File: config.mk
export PLATFORM = sky130hd
export DESIGN_NAME = lru_key_value_store_unit_flat
export DESIGN_NICKNAME = d
export VERILOG_FILES = /design/src/rtl/lkv_pkg.sv /design/src/rtl/lkv_if.sv /design/src/rtl/lru_key_value_store_unit.sv /design/src/flat_wrapper.sv
export SDC_FILE = /design/constraint.sdc
export NUM_CORES = 2
export LEC_CHECK = 0
export BUFFER_PORTS_ARGS = -buffer_cell sky130_fd_sc_hd__buf_4
export CAP_MARGIN = 20
export CORE_MARGIN = 4
export CORE_UTILIZATION = 30
export CTS_CLUSTER_SIZE = 14
export DETAILED_ROUTE_END_ITERATION = 10
export PLACE_DENSITY_LB_ADDON = 0.1
export SETUP_SLACK_MARGIN = 0.02
export SYNTH_ARGS = -nofsm -noshare
export SYNTH_HDL_FRONTEND = slang
export SYNTH_SLANG_ARGS = --single-unit
File: constraint.sdc
create_clock -name i_clk -period 7.8 [get_ports i_clk]
set_input_delay 1.56 -clock i_clk [delete_from_list [all_inputs] [get_ports i_clk]]
set_output_delay 1.56 -clock i_clk [all_outputs]
set_load 0.02 [all_outputs]
File: src/rtl/lkv_pkg.sv
// package for the lru key/value store
// types, widths and codes shared by the interfaces and the module; no dependencies
package lkv_pkg;
    localparam int ENTRIES_DEF = 64;
    localparam int KEY_W = 32;
    localparam int VAL_W = 32;
    localparam int FUNC_W = 2;

    typedef enum logic [1:0] {
        FN_LOOKUP = 2'd0,
        FN_LOOKUP_MRU = 2'd1,
        FN_INSERT = 2'd2,
        FN_DELETE = 2'd3
    } t_func;

    typedef enum logic [2:0] {
        ST_IDLE,
        ST_SCAN,
        ST_SHIFT,
        ST_FRONT,
        ST_OUT
    } t_state;
endpackage

File: src/rtl/lkv_if.sv
// valid/ready channel interfaces for the lru key/value store
// depends on lkv_pkg
interface lkv_req_if;
    logic valid;
    logic ready;
    logic [lkv_pkg::FUNC_W-1:0] func;
    logic signed [lkv_pkg::KEY_W-1:0] key;
    logic signed [lkv_pkg::VAL_W-1:0] new_value;
    modport source(output valid, func, key, new_value, input ready);
    modport sink(input valid, func, key, new_value, output ready);
endinterface

interface lkv_rsp_if;
    logic valid;
    logic ready;
    logic hit;
    logic signed [lkv_pkg::VAL_W-1:0] value;
    modport source(output valid, hit, value, input ready);
    modport sink(input valid, hit, value, output ready);
endinterface

File: src/rtl/lru_key_value_store_unit.sv
// lru key/value store, top level: sequencer and the recency-ordered entry memory
// depends on lkv_pkg and lkv_if
//
// usage: one request beat (func, key, new_value) on i_req gives exactly one
// response beat (hit, value) on o_rsp. requests are handled one at a time and
// i_req.ready is high only while the block is idle.
// entries are kept as {key, value} pairs in one memory, ordered by recency with
// position 0 the most recent, so no slot numbers or free list are needed.
// a request reads positions from the front one a cycle (the memory read is
// registered) until the key matches or the n occupied positions are
// exhausted. a refresh or an insert then moves the entries in front of the gap
// back by one position, one read and one write a cycle, and then writes the
// pair at position 0; a delete moves the entries behind the hit forward by one.
// the longest requests are a refresh of the oldest entry and an insert into a
// full store. after the response beat the block returns to idle before it
// takes the next request.
// reset clears the occupied count; the block is ready for a request as soon
// as reset is released. when the receiver stalls, the response is held and the
// next request waits.
module lru_key_value_store_unit #(
    parameter int ENTRIES = lkv_pkg::ENTRIES_DEF
) (
    input  logic i_clk,
    input  logic i_rst_n,
    lkv_req_if.sink   i_req,
    lkv_rsp_if.source o_rsp
);
    localparam int AW = $clog2(ENTRIES);
    localparam int CW = $clog2(ENTRIES + 1);
    localparam int EW = lkv_pkg::KEY_W + lkv_pkg::VAL_W;

    // {key, value} by recency position
    logic [EW-1:0] ent_mem [ENTRIES];
    logic [EW-1:0] ent_rd, ent_wd;
    logic [AW-1:0] ent_ra, ent_wa;
    logic ent_we;

    lkv_pkg::t_state r_state, n_state;
    lkv_pkg::t_func r_func, n_func;
    logic [CW-1:0] r_used, n_used;
    logic [CW-1:0] r_pos, n_pos;        // next scan read position
    logic r_rdv, n_rdv;                 // ent_rd holds a requested read
    logic [lkv_pkg::KEY_W-1:0] r_key, n_key;
    logic [lkv_pkg::VAL_W-1:0] r_nval, n_nval;
    logic [EW-1:0] r_item, n_item;      // pair written at the front
    logic r_hit, n_hit;
    logic [lkv_pkg::VAL_W-1:0] r_val, n_val;
    logic r_dir, n_dir;                 // 0 moves entries back, 1 moves them forward
    logic [AW-1:0] r_ra, n_ra;
    logic [AW-1:0] r_wa, n_wa;
    logic [CW-1:0] r_nrd, n_nrd;        // reads left in the move

    logic [lkv_pkg::KEY_W-1:0] rd_key;
    logic [lkv_pkg::VAL_W-1:0] rd_val;
    logic s_hit, s_miss, s_full;
    logic [CW-1:0] s_hp, s_moves, s_tail;

    always_ff @(posedge i_clk) begin
        ent_rd <= ent_mem[ent_ra];
        if (ent_we) ent_mem[ent_wa] <= ent_wd;
    end

    assign rd_key = ent_rd[EW-1:lkv_pkg::VAL_W];
    assign rd_val = ent_rd[lkv_pkg::VAL_W-1:0];

    // ent_rd belongs to position r_pos-1 while scanning
    assign s_hit = r_rdv && (rd_key == r_key);
    assign s_miss = (r_pos >= r_used) && !s_hit;
    assign s_hp = r_pos - CW'(1);
    assign s_full = (r_used == CW'(ENTRIES));
    assign s_moves = s_full ? CW'(ENTRIES - 1) : r_used;
    assign s_tail = r_used - r_pos;

    assign i_req.ready = (r_state == lkv_pkg::ST_IDLE);
    assign o_rsp.valid = (r_state == lkv_pkg::ST_OUT);
    assign o_rsp.hit = r_hit;
    assign o_rsp.value = r_val;

    always_comb begin
        n_state = r_state;
        case (r_state)
            lkv_pkg::ST_IDLE: begin
                if (i_req.valid) n_state = lkv_pkg::ST_SCAN;
            end
            lkv_pkg::ST_SCAN: begin
                if (s_hit) begin
                    case (r_func)
                        lkv_pkg::FN_LOOKUP_MRU, lkv_pkg::FN_INSERT: begin
                            n_state = (s_hp == '0) ? lkv_pkg::ST_FRONT : lkv_pkg::ST_SHIFT;
                        end
                        lkv_pkg::FN_DELETE: begin
                            n_state = (s_tail == '0) ? lkv_pkg::ST_OUT : lkv_pkg::ST_SHIFT;
                        end
                        default: n_state = lkv_pkg::ST_OUT;
                    endcase
                end else if (s_miss) begin
                    if (r_func == lkv_pkg::FN_INSERT)
                        n_state = (s_moves == '0) ? lkv_pkg::ST_FRONT : lkv_pkg::ST_SHIFT;
                    else
                        n_state = lkv_pkg::ST_OUT;
                end
            end
            lkv_pkg::ST_SHIFT: begin
                if (r_nrd == '0) n_state = r_dir ? lkv_pkg::ST_OUT : lkv_pkg::ST_FRONT;
            end
            lkv_pkg::ST_FRONT: n_state = lkv_pkg::ST_OUT;
            lkv_pkg::ST_OUT: begin
                if (o_rsp.ready) n_state = lkv_pkg::ST_IDLE;
            end
            default: n_state = lkv_pkg::ST_IDLE;
        endcase
    end

    always_comb begin
        n_func = r_func; n_used = r_used; n_pos = r_pos; n_rdv = 1'b0;
        n_key = r_key; n_nval = r_nval; n_item = r_item; n_hit = r_hit;
        n_val = r_val; n_dir = r_dir; n_ra = r_ra; n_wa = r_wa; n_nrd = r_nrd;
        ent_ra = r_pos[AW-1:0];
        ent_we = 1'b0;
        ent_wa = r_wa;
        ent_wd = ent_rd;
        case (r_state)
            lkv_pkg::ST_IDLE: begin
                if (i_req.valid) begin
                    n_func = lkv_pkg::t_func'(i_req.func);
                    n_key = i_req.key;
                    n_nval = i_req.new_value;
                    n_pos = '0; n_hit = 1'b0; n_val = '0;
                end
            end
            lkv_pkg::ST_SCAN: begin
                if (r_pos < r_used) begin
                    n_rdv = 1'b1;
                    n_pos = r_pos + CW'(1);
                end
                if (s_hit) begin
                    n_rdv = 1'b0;
                    n_hit = 1'b1;
                    n_val = rd_val;
                    n_item = {r_key, rd_val};
                    case (r_func)
                        lkv_pkg::FN_LOOKUP_MRU, lkv_pkg::FN_INSERT: begin
                            n_dir = 1'b0;
                            n_ra = AW'(s_hp - CW'(1));
                            n_nrd = s_hp;
                        end
                        lkv_pkg::FN_DELETE: begin
                            n_dir = 1'b1;
                            n_ra = AW'(r_pos);
                            n_nrd = s_tail;
                            n_used = r_used - CW'(1);
                        end
                        default: ;
                    endcase
                end else if (s_miss) begin
                    n_rdv = 1'b0;
                    if (r_func == lkv_pkg::FN_INSERT) begin
                        // a full store drops its last position
                        n_val = r_nval;
                        n_item = {r_key, r_nval};
                        n_dir = 1'b0;
                        n_ra = AW'(s_moves - CW'(1));
                        n_nrd = s_moves;
                        if (!s_full) n_used = r_used + CW'(1);
                    end
                end
            end
            lkv_pkg::ST_SHIFT: begin
                ent_ra = r_ra;
                ent_we = r_rdv;
                if (r_nrd != '0) begin
                    n_rdv = 1'b1;
                    n_nrd = r_nrd - CW'(1);
                    n_wa = r_dir ? r_ra - AW'(1) : r_ra + AW'(1);
                    n_ra = r_dir ? r_ra + AW'(1) : r_ra - AW'(1);
                end
            end
            lkv_pkg::ST_FRONT: begin
                ent_we = 1'b1;
                ent_wa = '0;
                ent_wd = r_item;
            end
            default: ;
        endcase
    end

    always_ff @(posedge i_clk) begin
        if (!i_rst_n) begin
            r_state <= lkv_pkg::ST_IDLE;
            r_func <= lkv_pkg::FN_LOOKUP;
            r_used <= '0;
            r_pos <= '0;
            r_rdv <= 1'b0;
            r_key <= '0;
            r_nval <= '0;
            r_item <= '0;
            r_hit <= 1'b0;
            r_val <= '0;
            r_dir <= 1'b0;
            r_ra <= '0;
            r_wa <= '0;
            r_nrd <= '0;
        end else begin
            r_state <= n_state;
            r_func <= n_func;
            r_used <= n_used;
            r_pos <= n_pos;
            r_rdv <= n_rdv;
            r_key <= n_key;
            r_nval <= n_nval;
            r_item <= n_item;
            r_hit <= n_hit;
            r_val <= n_val;
            r_dir <= n_dir;
            r_ra <= n_ra;
            r_wa <= n_wa;
            r_nrd <= n_nrd;
        end
    end
endmodule
File: src/flat_wrapper.sv
// flat-port wrapper written by rule: the top's interface ports become plain ports
module lru_key_value_store_unit_flat 
#(
    parameter int ENTRIES = lkv_pkg::ENTRIES_DEF
)
  (i_clk, i_rst_n, i_req_valid, i_req_func, i_req_key, i_req_new_value, i_req_ready, o_rsp_valid, o_rsp_hit, o_rsp_value, o_rsp_ready);
  lkv_req_if i_req_i ();
  lkv_rsp_if o_rsp_i ();
  input  logic i_clk;
  input  logic i_rst_n;
  input wire logic [$bits(i_req_i.valid)-1:0] i_req_valid;
  input wire logic [$bits(i_req_i.func)-1:0] i_req_func;
  input wire logic [$bits(i_req_i.key)-1:0] i_req_key;
  input wire logic [$bits(i_req_i.new_value)-1:0] i_req_new_value;
  output wire logic [$bits(i_req_i.ready)-1:0] i_req_ready;
  output wire logic [$bits(o_rsp_i.valid)-1:0] o_rsp_valid;
  output wire logic [$bits(o_rsp_i.hit)-1:0] o_rsp_hit;
  output wire logic [$bits(o_rsp_i.value)-1:0] o_rsp_value;
  input wire logic [$bits(o_rsp_i.ready)-1:0] o_rsp_ready;
  assign i_req_i.valid = i_req_valid;
  assign i_req_i.func = i_req_func;
  assign i_req_i.key = i_req_key;
  assign i_req_i.new_value = i_req_new_value;
  assign i_req_ready = i_req_i.ready;
  assign o_rsp_valid = o_rsp_i.valid;
  assign o_rsp_hit = o_rsp_i.hit;
  assign o_rsp_value = o_rsp_i.value;
  assign o_rsp_i.ready = o_rsp_ready;
  lru_key_value_store_unit #(.ENTRIES(ENTRIES)) u_core (.i_clk(i_clk), .i_rst_n(i_rst_n), .i_req(i_req_i), .o_rsp(o_rsp_i));
endmodule
# --- Word level (Yosys, flattened, before mapping) ---
# Memory sizes are Yosys's and may differ from the RTL's. A register that Yosys moved wholly into a read port is not among the register bits.
# Index checks and enable logic that the tools add are counted.
word_totals:
  register_bits: 201
  ram_bits: 4096
  inputBits: 70
  out_inout_bits: 35
  wordCells: 133
  n_memories: 1
op_classes:
  add_sub_neg: 10
  magnitude_cmp: 2
  n_eq_ne: 21
  muxes: 61
  n_reduce_logical: 24
memory_table:
  columns: ["name", "depth", "word_bits", "read_ports", "rd_ports_with_merged_regs", "write_ports", "line", "rtl"]
  rows:
  - ["u_core.ent_mem", 64, 64, 1, 1, 1, "lru_key_value_store_unit.sv:33", "logic [EW-1:0] ent_mem [ENTRIES];"]
op_table:
  columns: ["op", "count"]
  rows:
  - ["two-way mux 64 bit", 4]
  - ["two-way mux 32 bit", 4]
  - ["two-way mux 7 bit", 12]
  - ["one-hot mux 32 bit (2 select lines)", 1]
  - ["two-way mux 6 bit", 8]
  - ["one-hot mux 7 bit (2 select lines)", 3]
  - ["equality test 32 bit", 1]
  - ["zero test 7 bit", 4]
  - ["two-way mux 3 bit", 8]
  - ["one-hot mux 6 bit (2 select lines)", 2]
  - ["subtractor 7 x 1 -> 7 bit, second input constant", 3]
  - ["subtractor 6 x 1 -> 6 bit, second input constant", 3]
  - ["one-hot mux 3 bit (5 select lines)", 1]
  - ["adder 7 x 1 -> 7 bit, second input constant", 2]
  - ["two-way mux 1 bit", 13]
  - ["inequality test 2 x 1 -> 1 bit, second input constant", 6]
  - ["AND reduction 4 bit", 3]
  - ["AND reduction 5 bit", 2]
  - ["AND reduction 3 bit", 3]
  - ["one-hot mux 1 bit (2 select lines)", 4]
  - ["nonzero test 2 bit", 4]
  - ["equality test 7 bit, second input constant", 1]
  - ["greater-or-equal comparator 7 bit", 1]
  - ["less-than comparator 7 bit", 1]
  - ["18 further kinds", 24]

# --- Depth between registers and ports, before layout ---
logic_depth:
  word_depth: 8
  depth_mapped: 14
  ltp_nobuf: 13

# --- Worst setup path before layout ---
# No wires, ideal clock.
synth_path:
  path_kind: "register to register"
  start: "reg u_core.r_state[2]"
  end: "mem u_core.ent_mem[34][0] (netlist name), enable pin"
  setup_ns: 0.644
  arrival_time_ns: 7.643
  required_time_ns: 7.156
  path_slack_ns: -0.487
  path_stages_with_launch: 8
  n_path_buf: 2
  period_less_slack_ns: 8.287
  cell_sequence: "dfxtp_1 -> buf_6 -> nand2b_1 -> or2_2 -> clkbuf_1 -> nand2_1 -> nand4_1 -> nor4_1"
synth_via:
  elab_chain_len: 4
  word_cells_on_any_way: 6
  classes_between: "2 x eq/ne; 4 x mux"
synth_lines:
  columns: ["element", "line", "rtl"]
  rows:
  - ["start: declaration", "lru_key_value_store_unit.sv:38", "lkv_pkg::t_state r_state, n_state;"]
  - ["start signal: assignment", "lru_key_value_store_unit.sv:189", "r_state <= lkv_pkg::ST_IDLE;"]
  - ["start signal: assignment", "lru_key_value_store_unit.sv:204", "r_state <= n_state;"]
  - ["equality test 3 x 2 -> 1 bit", "lru_key_value_store_unit.sv:122", "case (r_state)"]
  - ["one-hot mux 1 bit (2 select lines)", "lru_key_value_store_unit.sv:122", null]
  - ["two-way mux 1 bit", "lru_key_value_store_unit.sv:60", "if (ent_we) ent_mem[ent_wa] <= ent_wd;"]
  - ["two-way mux 1 bit (not written as such)", "lru_key_value_store_unit.sv:60", null]
  - ["end: declaration", "lru_key_value_store_unit.sv:33", null]
# Several ways; a longest one is shown, not always the timed one.

# --- Worst setup path after layout ---
layout_path:
  start: "reg u_core.r_state[2]"
  end: "reg u_core.ent_rd[0] (read register of u_core.ent_mem)"
layout_via:
  elab_chain_len: 2
layout_lines:
  columns: ["element", "line", "rtl"]
  rows:
  - ["equality test 3 x 2 -> 1 bit", "lru_key_value_store_unit.sv:122", null]
  - ["two-way mux 6 bit", "lru_key_value_store_unit.sv:122", null]
  - ["end: declaration", "lru_key_value_store_unit.sv:34", "logic [EW-1:0] ent_rd, ent_wd;"]
# No other way between the ends.
# A chain may end at the register's enable or synchronous reset.

==> results.yml <==
run_status:
  status: "complete, no violations"
floorplan:
  initial_core_util_pct: 30.06
  fp.dieW_um: 754.7
  dieArea_um2: 569600
  core-area_um2: 556400
  rows: 274
  die_h_um: 754.7
  io-pin-count: 105
final_layout:
  design_area_um2: 194400
  areaGrowthSynthToFinish_pct: 16.23
  drive_above_1_share_pct: 19.10
  nets: 10012
  finalNonFillerCells: 17787
detailed_routing:
  drc: 0
  met1Wirelength_um: 287900
  wl_per_cell_um: 36.51
  vias: 95811
  drtAntennaViolNets: 0
  wl_um: 649400
  wl_met2_um: 305600
  first_pass_iters: 6
  wl_met3_um: 39660
  first_iter_violations: 11519
  routed_via_density: 5.387
  top_layer: "met5"
setup_path:
  critPathArrivalTime_ns: 6.02
  critPathKind: "reg -> reg"
  cp-end-kind: "register"
  critPathMaxFanout: 37
  cp-start-kind: "register"
  cp.required_ns: 8.66
sta:
  worstMarginPinSlew_ns: 1.205
  post-route-period-util_pct: 66.26
  setup_violations: 0
  tns_ns: 0
  finClkSkew_ns: 0.08750
  slew_violations: 0
  relSlewSlack_pct: 19.68
  max_freq_mhz: 193.5
  grt_setup_unrepaired: "false"
  finalHoldViolations: 0
  finalCriticalPeriod_ns: 5.169
logic_synthesis:
  synth_compound_area_share_pct: 3.781
  syn_inst: 9559
  syn_area_um2: 167300
  synth_edf_count: 4096
  avgSynthCellArea_um2: 17.50
  synth_area_leaders: "edfxtp_1 74%, mux4_2 9.1%, nand2_1 3.9%"
  synthAdderAreaFrac_pct: 0.2109
  yosysTopAreaCellShare_pct: 73.53
  yosysSeqAreaShare_pct: 76.70
  yosys_warnings: 0
  synthFlopType: "edfxtp_1"
  synthArstFlopShare_pct: 0
  synth_xor_area_share_pct: 0.3246
  muxShareOfSynthArea_pct: 9.857
  synth_top_area_cell: "edfxtp_1"
  syn_nets: 9656
  synthSimpleGateAreaFrac_pct: 7.346
  synth_top_family_by_area: "multiplexers"
  synth.distinct_cells: 72
  ys_ff_latch: 4361
clock_tree:
  clk_latency_ns: 1.04
  cts_tree: "yes"
  htreeDepth: 5
  cts_resized: 0
  numCtsBuffers: 479
  cts_hold_buffers: 0
  clock_path_buffers: 4
  cts_sinks: 4361
  path_clk_slew_ns: 0.06
  cts_root_buffer: "clkbuf_16"
  post_cts_buffers: 0
global_route:
  grt_max_degree: 107
  grt_usage_pct: 22.15
  grt_overflow: 0
  antenna_found_initial: 53
  grt_pass1_wl_um: 864000
  first_global_vias: 93356
place:
  dp_hpwl_um: 359800
  place.gp.congestion: 0.8197
  dp_cells: 16885
  io_buffer_count: 104
  placed_area_um2: 178800
power:
  pwr_density_cell_nw_per_um2: 253.7
  power_leakage_nw: 61.14
  ir_drop_uv: 191.8
flow_run:
  drv_cap: 0
min_path:
  hold_class: "reg -> reg"
==> final timing paths <==
check | from | to | slack (ns) | depth (start not counted)
max reg2reg | u_core.r_state[2]$_SDFFE_PN0P_ | u_core.ent_rd[0]$_DFF_P_ | 2.63 | 8
max | u_core.r_state[2]$_SDFFE_PN0P_ | u_core.ent_rd[0]$_DFF_P_ | 2.63 | 8
min | u_core.r_item[43]$_SDFFE_PN0P_ | u_core.r_item[43]$_SDFFE_PN0P_ | 0.45 | 2
min reg2reg | u_core.r_item[43]$_SDFFE_PN0P_ | u_core.r_item[43]$_SDFFE_PN0P_ | 0.45 | 2
==> logic make-up (layout without fill, tap and decap cells) <==
kind of cell / after synthesis / count (layout)
and+or+nand+nor: 2802 / 2802
muxes: 804 / 804
buffers and inverters: 599 / 1367
DFF: 4361 / 4361
adders and majority gates: 27 / 27
xor gates and xnor gates: 62 / 62
AOI/OAI and AO/OA: 904 / 904
other: 0 / 8
==> where the power goes <==
part / switching [mW] / internal (mW)
Sequential: 0.103 / 25.5
Combinational: 0.777 / 0.323
Clock: 9.55 / 13.1
Total: 10.4 / 38.9
==> area by class of cell <==
type | instances | area, um2
Clock inverter | 227 | 2328
Timing Repair Buffer | 449 | 4204
Multi-Input combinational cell | 4599 | 36910
Tap cell | 7452 | 9324
Sequential cell | 4361 | 128300
Antenna cell | 8 | 20.02
Fill cell | 52396 | 362000
Clock buffer | 666 | 13240
Inverter | 25 | 98.84
==> through the flow <==
stage | util (%) | worst slack (ns) | total power [mW] | hold slack (ns)
floorplan | - | 1.274 | 26.67 | 0.4321
global placement | 32.10 | 2.602 | 27.17 | 0.4389
detailed placement | 32.14 | 2.578 | 27.19 | 0.4450
CTS | 34.94 | 2.527 | 49.83 | 0.4518
global route | 34.94 | 2.413 | 50.86 | 0.4689
finish | 34.94 | 2.631 | 49.32 | 0.4535
==> worst max-delay path: stages, from the launching register on <==
cell and delay [ns]:
dfxtp_1 0.50, or3b_1 0.71, mux2i_4 0.93, buf_4 0.55, buf_4 0.72, mux4_2 0.59, a22oi_1 0.44, and4_1 0.30
nand4_1 0.12
==> synth_stat cells, drive strengths merged (3+ instances only) <==
master and n:
or2 5, o31ai 6, or4 3, xor2 16, nor4 10, mux4 674, nand2 1728, a221oi 5
inv 24, nor3 27, clkbuf 236, mux2i 123, nor4bb 4, a211o 3, o41ai 3, ha 25
xnor2 46, edfxtp 4096, o22ai 10, dfxtp 265, mux2 7, nor3b 3, nand3 446, o21ai 16
buf 338, o221ai 4, a21oi 147, and3 72, a22oi 280, o211ai 7, o21a 34, and4 48
a22o 45, nand2b 16, a31oi 200, a32oi 71, nand4b 3, nor2 204, or3 22, a211oi 42
a311oi 3, a21o 8, nor2b 9, nand4 198, o211a 4
==> placed cells by master, fill, tap and decap left out, types with 73 or more instances in the layout <==
master     synthesis  layout
a21oi_1          145     144
a22oi_1          280     280
a31oi_1          200     200
buf_4             68     383
clkbuf_1         236     136
clkbuf_16          0     483
clkinv_1           1      73
clkinv_2           0      83
dfxtp_1          265     265
edfxtp_1        4096    4096
mux2i_1          123     120
mux4_2           674     674
nand2_1         1728    1684
nand3_1          446     446
nand4_1          198     198
nor2_1           199     122
nor2_4             2      81
==> state kept, by name, summed over array words and instances (netlist names) <==
| signal | cells |
|---|---|
| u_core.r_wa | 6 |
| u_core.r_ra | 6 |
| u_core.ent_rd | 64 |
| u_core.ent_mem | 4096 |
| u_core.r_pos | 7 |
| u_core.o_rsp.hit | 1 |
| u_core.r_key | 32 |
| u_core.o_rsp.value | 32 |
| u_core.r_item | 64 |
| u_core.r_func | 2 |
| u_core.r_nval | 32 |
| u_core.r_state | 3 |
| u_core.r_dir | 1 |
| u_core.r_nrd | 7 |
| u_core.r_used | 7 |
| u_core.r_rdv | 1 |
==> metal layers <==
metal / vias up / track usage [%]
met5: - / 0
met4: 4 / 5.085
met3: 702 / 2.740
met2: 3741 / 35.90
met1: 52787 / 31.85
li1: 38577 / -
(Power assumes the default switching activity.)
